### config.mk
export PLATFORM = sky130hd
export DESIGN_NAME = iortr_ctrl
export DESIGN_NICKNAME = d
export VERILOG_FILES = /design/src/rtl/iortr_pkg.sv /design/src/rtl/iortr_ctrl.sv
export SDC_FILE = /design/constraint.sdc
export NUM_CORES = 1
export LEC_CHECK = 0
export ABC_CLOCK_PERIOD_IN_PS = 5600
export BUFFER_PORTS_ARGS = -buffer_cell sky130_fd_sc_hd__buf_4
export CAP_MARGIN = 25
export CORE_UTILIZATION = 46
export CTS_CLUSTER_DIAMETER = 50
export DETAILED_ROUTE_END_ITERATION = 7
export PLACE_DENSITY = 0.89
export SKIP_LAST_GASP = 1
export SLEW_MARGIN = 20
export SYNTH_ARGS = -nofsm -noshare
export SYNTH_HDL_FRONTEND = slang
export SYNTH_SLANG_ARGS = --single-unit
export TNS_END_PERCENT = 1
### constraint.sdc
create_clock -name clk_i -period 5.6 [get_ports clk_i]
set_input_delay 1.68 -clock clk_i [delete_from_list [all_inputs] [get_ports clk_i]]
set_output_delay 1.68 -clock clk_i [all_outputs]
set_load 0.05 [all_outputs]
### src/rtl/iortr_pkg.sv
`timescale 1ns / 1ps
// ----------------------------------------------------------------------------
// In-order retire task ring: shared package
// Field widths, ring geometry, operation and status codes, and the structs
// that pass between the control block and the entry store.
// ----------------------------------------------------------------------------
package iortr_pkg;

  localparam int IDX_W  = 7;
  localparam int CAP_W  = 8;
  localparam int ADDR_W = 48;
  localparam int LEN_W  = 17;

  // Number of entries in the store; the index fields are IDX_W bits wide.
  localparam int RING_DEPTH = 1 << IDX_W;

  localparam logic [LEN_W-1:0] MAX_CHUNK_BYTES = LEN_W'(65536);
  localparam logic [CAP_W-1:0] CAP_RESET       = CAP_W'(RING_DEPTH);

  typedef logic [IDX_W-1:0]  idx_t;
  typedef logic [CAP_W-1:0]  cnt_t;
  typedef logic [ADDR_W-1:0] addr_t;
  typedef logic [LEN_W-1:0]  len_t;

  typedef enum logic [1:0] {
    OP_SUBMIT   = 2'd0,
    OP_DRAIN    = 2'd1,
    OP_FETCH    = 2'd2,
    OP_COMPLETE = 2'd3
  } op_e;

  typedef enum logic [2:0] {
    ST_ACCEPTED   = 3'd0,
    ST_RETIRED    = 3'd1,
    ST_DISPATCHED = 3'd2,
    ST_FULL       = 3'd3,
    ST_BUSY       = 3'd4,
    ST_EMPTY      = 3'd5,
    ST_COMPLETED  = 3'd6
  } status_e;

  // Write and read requests from the control block to the entry store.
  typedef struct packed {
    logic  desc_we;
    logic  lines_we;
    logic  done_we;
    logic  done_val;
    idx_t  wr_idx;
    addr_t wr_addr;
    len_t  wr_len;
    len_t  wr_lines;
    idx_t  rd_idx;
    idx_t  head_next;
  } store_req_t;

  // Registered result header and the input-side payload of one result.
  typedef struct packed {
    logic    valid;
    status_e status;
    idx_t    index;
    addr_t   addr;
    len_t    len;
    len_t    lines;
  } res_t;

  // Wraps a ring position once at the capacity, then into the store depth.
  function automatic idx_t wrap_idx(logic [CAP_W:0] x, cnt_t cap);
    logic [CAP_W:0] y;
    y = x;
    if (y >= {1'b0, cap}) begin
      y = y - {1'b0, cap};
    end
    return y[IDX_W-1:0];
  endfunction

endpackage

### src/rtl/iortr_ctrl.sv
`timescale 1ns / 1ps
// ----------------------------------------------------------------------------
// In-order retire task ring: control
// Holds head, occupied and waiting counts and the capacity register, decides
// each operation in one pass and registers the result header.
// ----------------------------------------------------------------------------
module iortr_ctrl (
  input  logic                  clk_i,
  input  logic                  rst_ni,
  input  logic                  accept_i,
  input  iortr_pkg::op_e        op_i,
  input  iortr_pkg::addr_t      chunk_address_i,
  input  iortr_pkg::len_t       chunk_length_i,
  input  iortr_pkg::idx_t       task_index_i,
  input  iortr_pkg::len_t       line_count_in_i,
  input  logic                  cfg_we_i,
  input  iortr_pkg::cnt_t       cfg_data_i,
  input  logic                  head_done_i,
  output iortr_pkg::store_req_t req_o,
  output iortr_pkg::res_t       res_o
);
  import iortr_pkg::*;

  idx_t head_q, head_d;
  cnt_t occ_q, occ_d;
  cnt_t wait_q, wait_d;
  cnt_t cap_q;
  res_t res_q, res_d;

  cnt_t           cap;
  logic           retire;
  logic           full;
  idx_t           submit_slot;
  idx_t           fetch_slot;
  idx_t           head_inc;
  len_t           sat_len;
  logic [CAP_W:0] fetch_pos;

  always_comb begin
    if (cap_q == '0) begin
      cap = CAP_W'(1);
    end else if (cap_q > CAP_RESET) begin
      cap = CAP_RESET;
    end else begin
      cap = cap_q;
    end
  end

  // The waiting entries are the youngest ones, so wait never exceeds occ.
  assign fetch_pos   = {2'b00, head_q} + {1'b0, occ_q} - {1'b0, wait_q};
  assign submit_slot = wrap_idx({2'b00, head_q} + {1'b0, occ_q}, cap);
  assign fetch_slot  = wrap_idx(fetch_pos, cap);
  assign head_inc    = wrap_idx({2'b00, head_q} + (CAP_W+1)'(1), cap);
  assign retire      = (wait_q < occ_q) && head_done_i;
  assign full        = occ_q >= cap;
  assign sat_len     = (chunk_length_i > MAX_CHUNK_BYTES) ? MAX_CHUNK_BYTES : chunk_length_i;

  always_comb begin
    head_d = head_q;
    occ_d  = occ_q;
    wait_d = wait_q;

    req_o          = '0;
    req_o.wr_addr  = chunk_address_i;
    req_o.wr_len   = sat_len;
    req_o.wr_lines = line_count_in_i;
    req_o.rd_idx   = head_q;

    res_d        = res_q;
    res_d.valid  = 1'b0;

    if (accept_i) begin
      res_d.valid  = 1'b1;
      res_d.status = ST_EMPTY;
      res_d.index  = '0;
      res_d.addr   = chunk_address_i;
      res_d.len    = sat_len;
      res_d.lines  = line_count_in_i;
      case (op_i)
        OP_SUBMIT, OP_DRAIN: begin
          if (retire) begin
            res_d.status = ST_RETIRED;
            res_d.index  = head_q;
            head_d       = head_inc;
            occ_d        = occ_q - CAP_W'(1);
          end else if (op_i == OP_DRAIN) begin
            res_d.status = (occ_q != '0) ? ST_BUSY : ST_EMPTY;
          end else if (full) begin
            res_d.status = ST_FULL;
          end else begin
            res_d.status   = ST_ACCEPTED;
            res_d.index    = submit_slot;
            req_o.desc_we  = 1'b1;
            req_o.done_we  = 1'b1;
            req_o.done_val = 1'b0;
            req_o.wr_idx   = submit_slot;
            occ_d          = occ_q + CAP_W'(1);
            wait_d         = wait_q + CAP_W'(1);
          end
        end
        OP_FETCH: begin
          if (wait_q != '0) begin
            res_d.status = ST_DISPATCHED;
            res_d.index  = fetch_slot;
            req_o.rd_idx = fetch_slot;
            wait_d       = wait_q - CAP_W'(1);
          end
        end
        OP_COMPLETE: begin
          res_d.status   = ST_COMPLETED;
          res_d.index    = task_index_i;
          req_o.rd_idx   = task_index_i;
          req_o.wr_idx   = task_index_i;
          req_o.lines_we = 1'b1;
          req_o.done_we  = 1'b1;
          req_o.done_val = 1'b1;
        end
        default: begin
          res_d.status = ST_EMPTY;
        end
      endcase
    end

    req_o.head_next = head_d;
  end

  always_ff @(posedge clk_i or negedge rst_ni) begin
    if (!rst_ni) begin
      head_q <= '0;
      occ_q  <= '0;
      wait_q <= '0;
      cap_q  <= CAP_RESET;
      res_q  <= '0;
    end else begin
      head_q <= head_d;
      occ_q  <= occ_d;
      wait_q <= wait_d;
      res_q  <= res_d;
      if (cfg_we_i) begin
        cap_q <= cfg_data_i;
      end
    end
  end

  assign res_o = res_q;

endmodule

==> results.cfg <==
[place]
gp_congestion = 0.939
place_hpwl_mm = 20.3
place_inst = 1318
portBuffers = 303

[sta]
setup_viol = 22
clock.fmax_mhz = 165
post-route-period-util_pct = 108
skew_ns = 0.0102
tightestPinTransition_ns = 0.806
max-slew-margin-rel_pct = 44.9
grt_setup_unrepaired = yes
hold_viol = 0
finalCriticalPeriod_ns = 6.07
layout_setup_ws_ns = -0.469
drv_slew = 0
setup_tns_ns = -4.72

[synth]
syn_nets = 989
yosysUniqueCellTypes = 66
synth_top_area_share_pct = 36.7
ys_ff_latch = 124
yosys_warnings = 0
yosys-top-cells-area = dfrtp_1 37%, mux2_2 12%, ha_1 10%
synthArstFlopShare_pct = 100
synth_edf_count = 0
yosysTopAreaCell = dfrtp_1
synth_most_common_cell = dfrtp_1
avgSynthCellArea_um2 = 10.4
synth-main-ff-cell = dfrtp_1
synth_area_mm2 = 0.00839
ys_top_cells_by_count = 123 x dfrtp_1, 91 x mux2_2, 67 x ha_1
ys_seq_area_share_pct = 37.0
syn_inst = 811

[die]
die_area_mm2 = 0.0188
ios = 304
start_util_pct = 46.9
die_h_um = 137
core_area_mm2 = 0.0179
die_w_um = 137
num_rows = 49

[run]
cap_viol_max_count = 0

[global_routing]
grt_pass1_vias = 7423
antenna_found_initial = 2
grt_pass1_wl_mm = 39.1
grt_overflow = 0
grt_max_degree = 62
grt_use_total_pct = 27.6

[critical_path]
start_kind = flop
endpoint_kind = output pin
critPathArrivalTime_ns = 4.39
crit_fanout = 3
cp_data_required_time_ns = 3.92
rr_worst_depth = 17
criticalPathCategory = reg -> out

[clock_tree]
cts_sinks = 124
clkLatencyLatePin_ns = 0.43
numCtsBuffers = 17
htreeDepth = 4
cts-root-buf = clkbuf_16
clkSlewWorstSetupHoldPaths_ns = 0.06
cts_tree = built
clockBufferDepth = 2
cts_hold_buf = 0

[routing]
routed_wl_mm = 26.1
drc_errors = 0
routed-via-count = 7604
first_iter_violations = 452
drt-wirelength-per-cell_um = 19.3
vias_per_cell = 5.61
dr.pass1.iters = 5
ant_nets = 0

[cells_and_area]
n_fill_cell = 1371
seqCellArea_mm2 = 0.00311
synthToLayoutAreaGrowth_pct = 38.4
fin_cells = 1355
drive_above_1_share_pct = 46.9
finalNetCount = 1290
multiInputGateArea_mm2 = 0.00470

[worst_hold_path]
worstHoldPathType = reg -> reg
min_path_cells = 1

[outcome]
outcome = complete, but fails checks
violations = negative setup slack
kinds of logic (layout without fill, tap and decap cells):
| group | count (synthesis) | after routing | share of synthesized area, % |
|---|---|---|---|
| fa+ha+maj | 74 | 74 | 11.7 |
| buf+inv | 123 | 437 | 8.47 |
| simple gates | 180 | 180 | 10.7 |
| mux | 121 | 121 | 15.8 |
| other cells | 0 | 1 | 0 |
| flops | 124 | 124 | 37.0 |
| compound gates | 152 | 152 | 12.6 |
| xor+xnor | 37 | 37 | 3.86 |
critical path, cell delays in order (launching register included):
cell and delay [ns]:
dfrtp_1 0.39, ha_2 0.20, fa_2 0.36, a21o_1 0.18
a21oi_2 0.14, xnor2_1 0.15, ha_1 0.28, buf_4 0.15
o2111ai_1 0.15, nand2_2 0.11, xor2_2 0.16, ha_1 0.30
a21o_1 0.16, a21oi_1 0.13, o2111a_2 0.24, mux2_4 0.32
a221o_2 0.36, buf_8 0.16
cell type report:
cell class / instances / share of cell area (%)
Antenna cell: 1 / 0.0215
Clock buffer: 18 / 3.78
Clock inverter: 14 / 1.50
Inverter: 38 / 1.23
Multi-Input combinational cell: 564 / 40.4
Sequential cell: 124 / 26.7
Tap cell: 229 / 2.47
Timing Repair Buffer: 367 / 23.8
repair_timing:
item	CTS	global route
pin swaps	10	8
endpoints found under the hold margin	0	0
gates resized for setup	8	15
buffers inserted	1	3
endpoints found under the setup margin	19	23
stage by stage:
| stage | worst slack (ns) | instance area [µm²] | hold WS [ns] | util [%] |
|---|---|---|---|---|
| 6_report | -0.469 | 11600 | 0.506 | 64.9 |
| 5_1_grt | -0.648 | 11600 | 0.523 | 64.9 |
| 4_1_cts | -0.494 | 11500 | 0.511 | 64.3 |
| 3_5_place_dp | -0.178 | 10900 | 0.497 | 60.7 |
| 3_3_place_gp | -0.0805 | 10900 | 0.491 | 60.7 |
| 2_1_floorplan | -0.163 | 8440 | 0.482 | - |
metal layers:
layer / part of all wire (%) / GRT usage [%] / up-vias
li1: - / - / 3450
met1: 37 / 32.4 / 3654
met2: 50 / 46.4 / 413
met3: 8.1 / 6.56 / 85
met4: 4.9 / 15.4 / 2
met5: 0.065 / 0 / -
flip-flops by register name (all words and copies together) (netlist names):
name and cells:
cap_q 8, res_o 93, wait_q 8, occ_q 8, head_q 7
layout by cell type (no fill, tap or decap), types with 18 or more instances in the layout:
master   count
mux2_2      91
dfrtp_1    122
o21ai_0     34
inv_1       36
nor2b_1     18
xnor2_1     18
mux2i_1     27
a21oi_1     26
ha_1        65
nand2_1     47
buf_4      365
nor2_1      42
path summary, 6_finish.rpt:
kind / startpoint / to / slack [ns]
max: occ_q[0] / req_o[7] / -0.47
min: res_o[11] / res_o[11] / 0.51
max reg2reg: head_q[1] / res_o[85] / 1.57
min reg2reg: res_o[11] / res_o[11] / 0.51
max in group asynchronous: rst_ni / res_o[63] / 3.30
min in group asynchronous: rst_ni / res_o[80] / 1.33
Power is left out: the tool's default activity adds up to more than one toggle a clock period on the data nets, which glitch-free logic cannot reach.
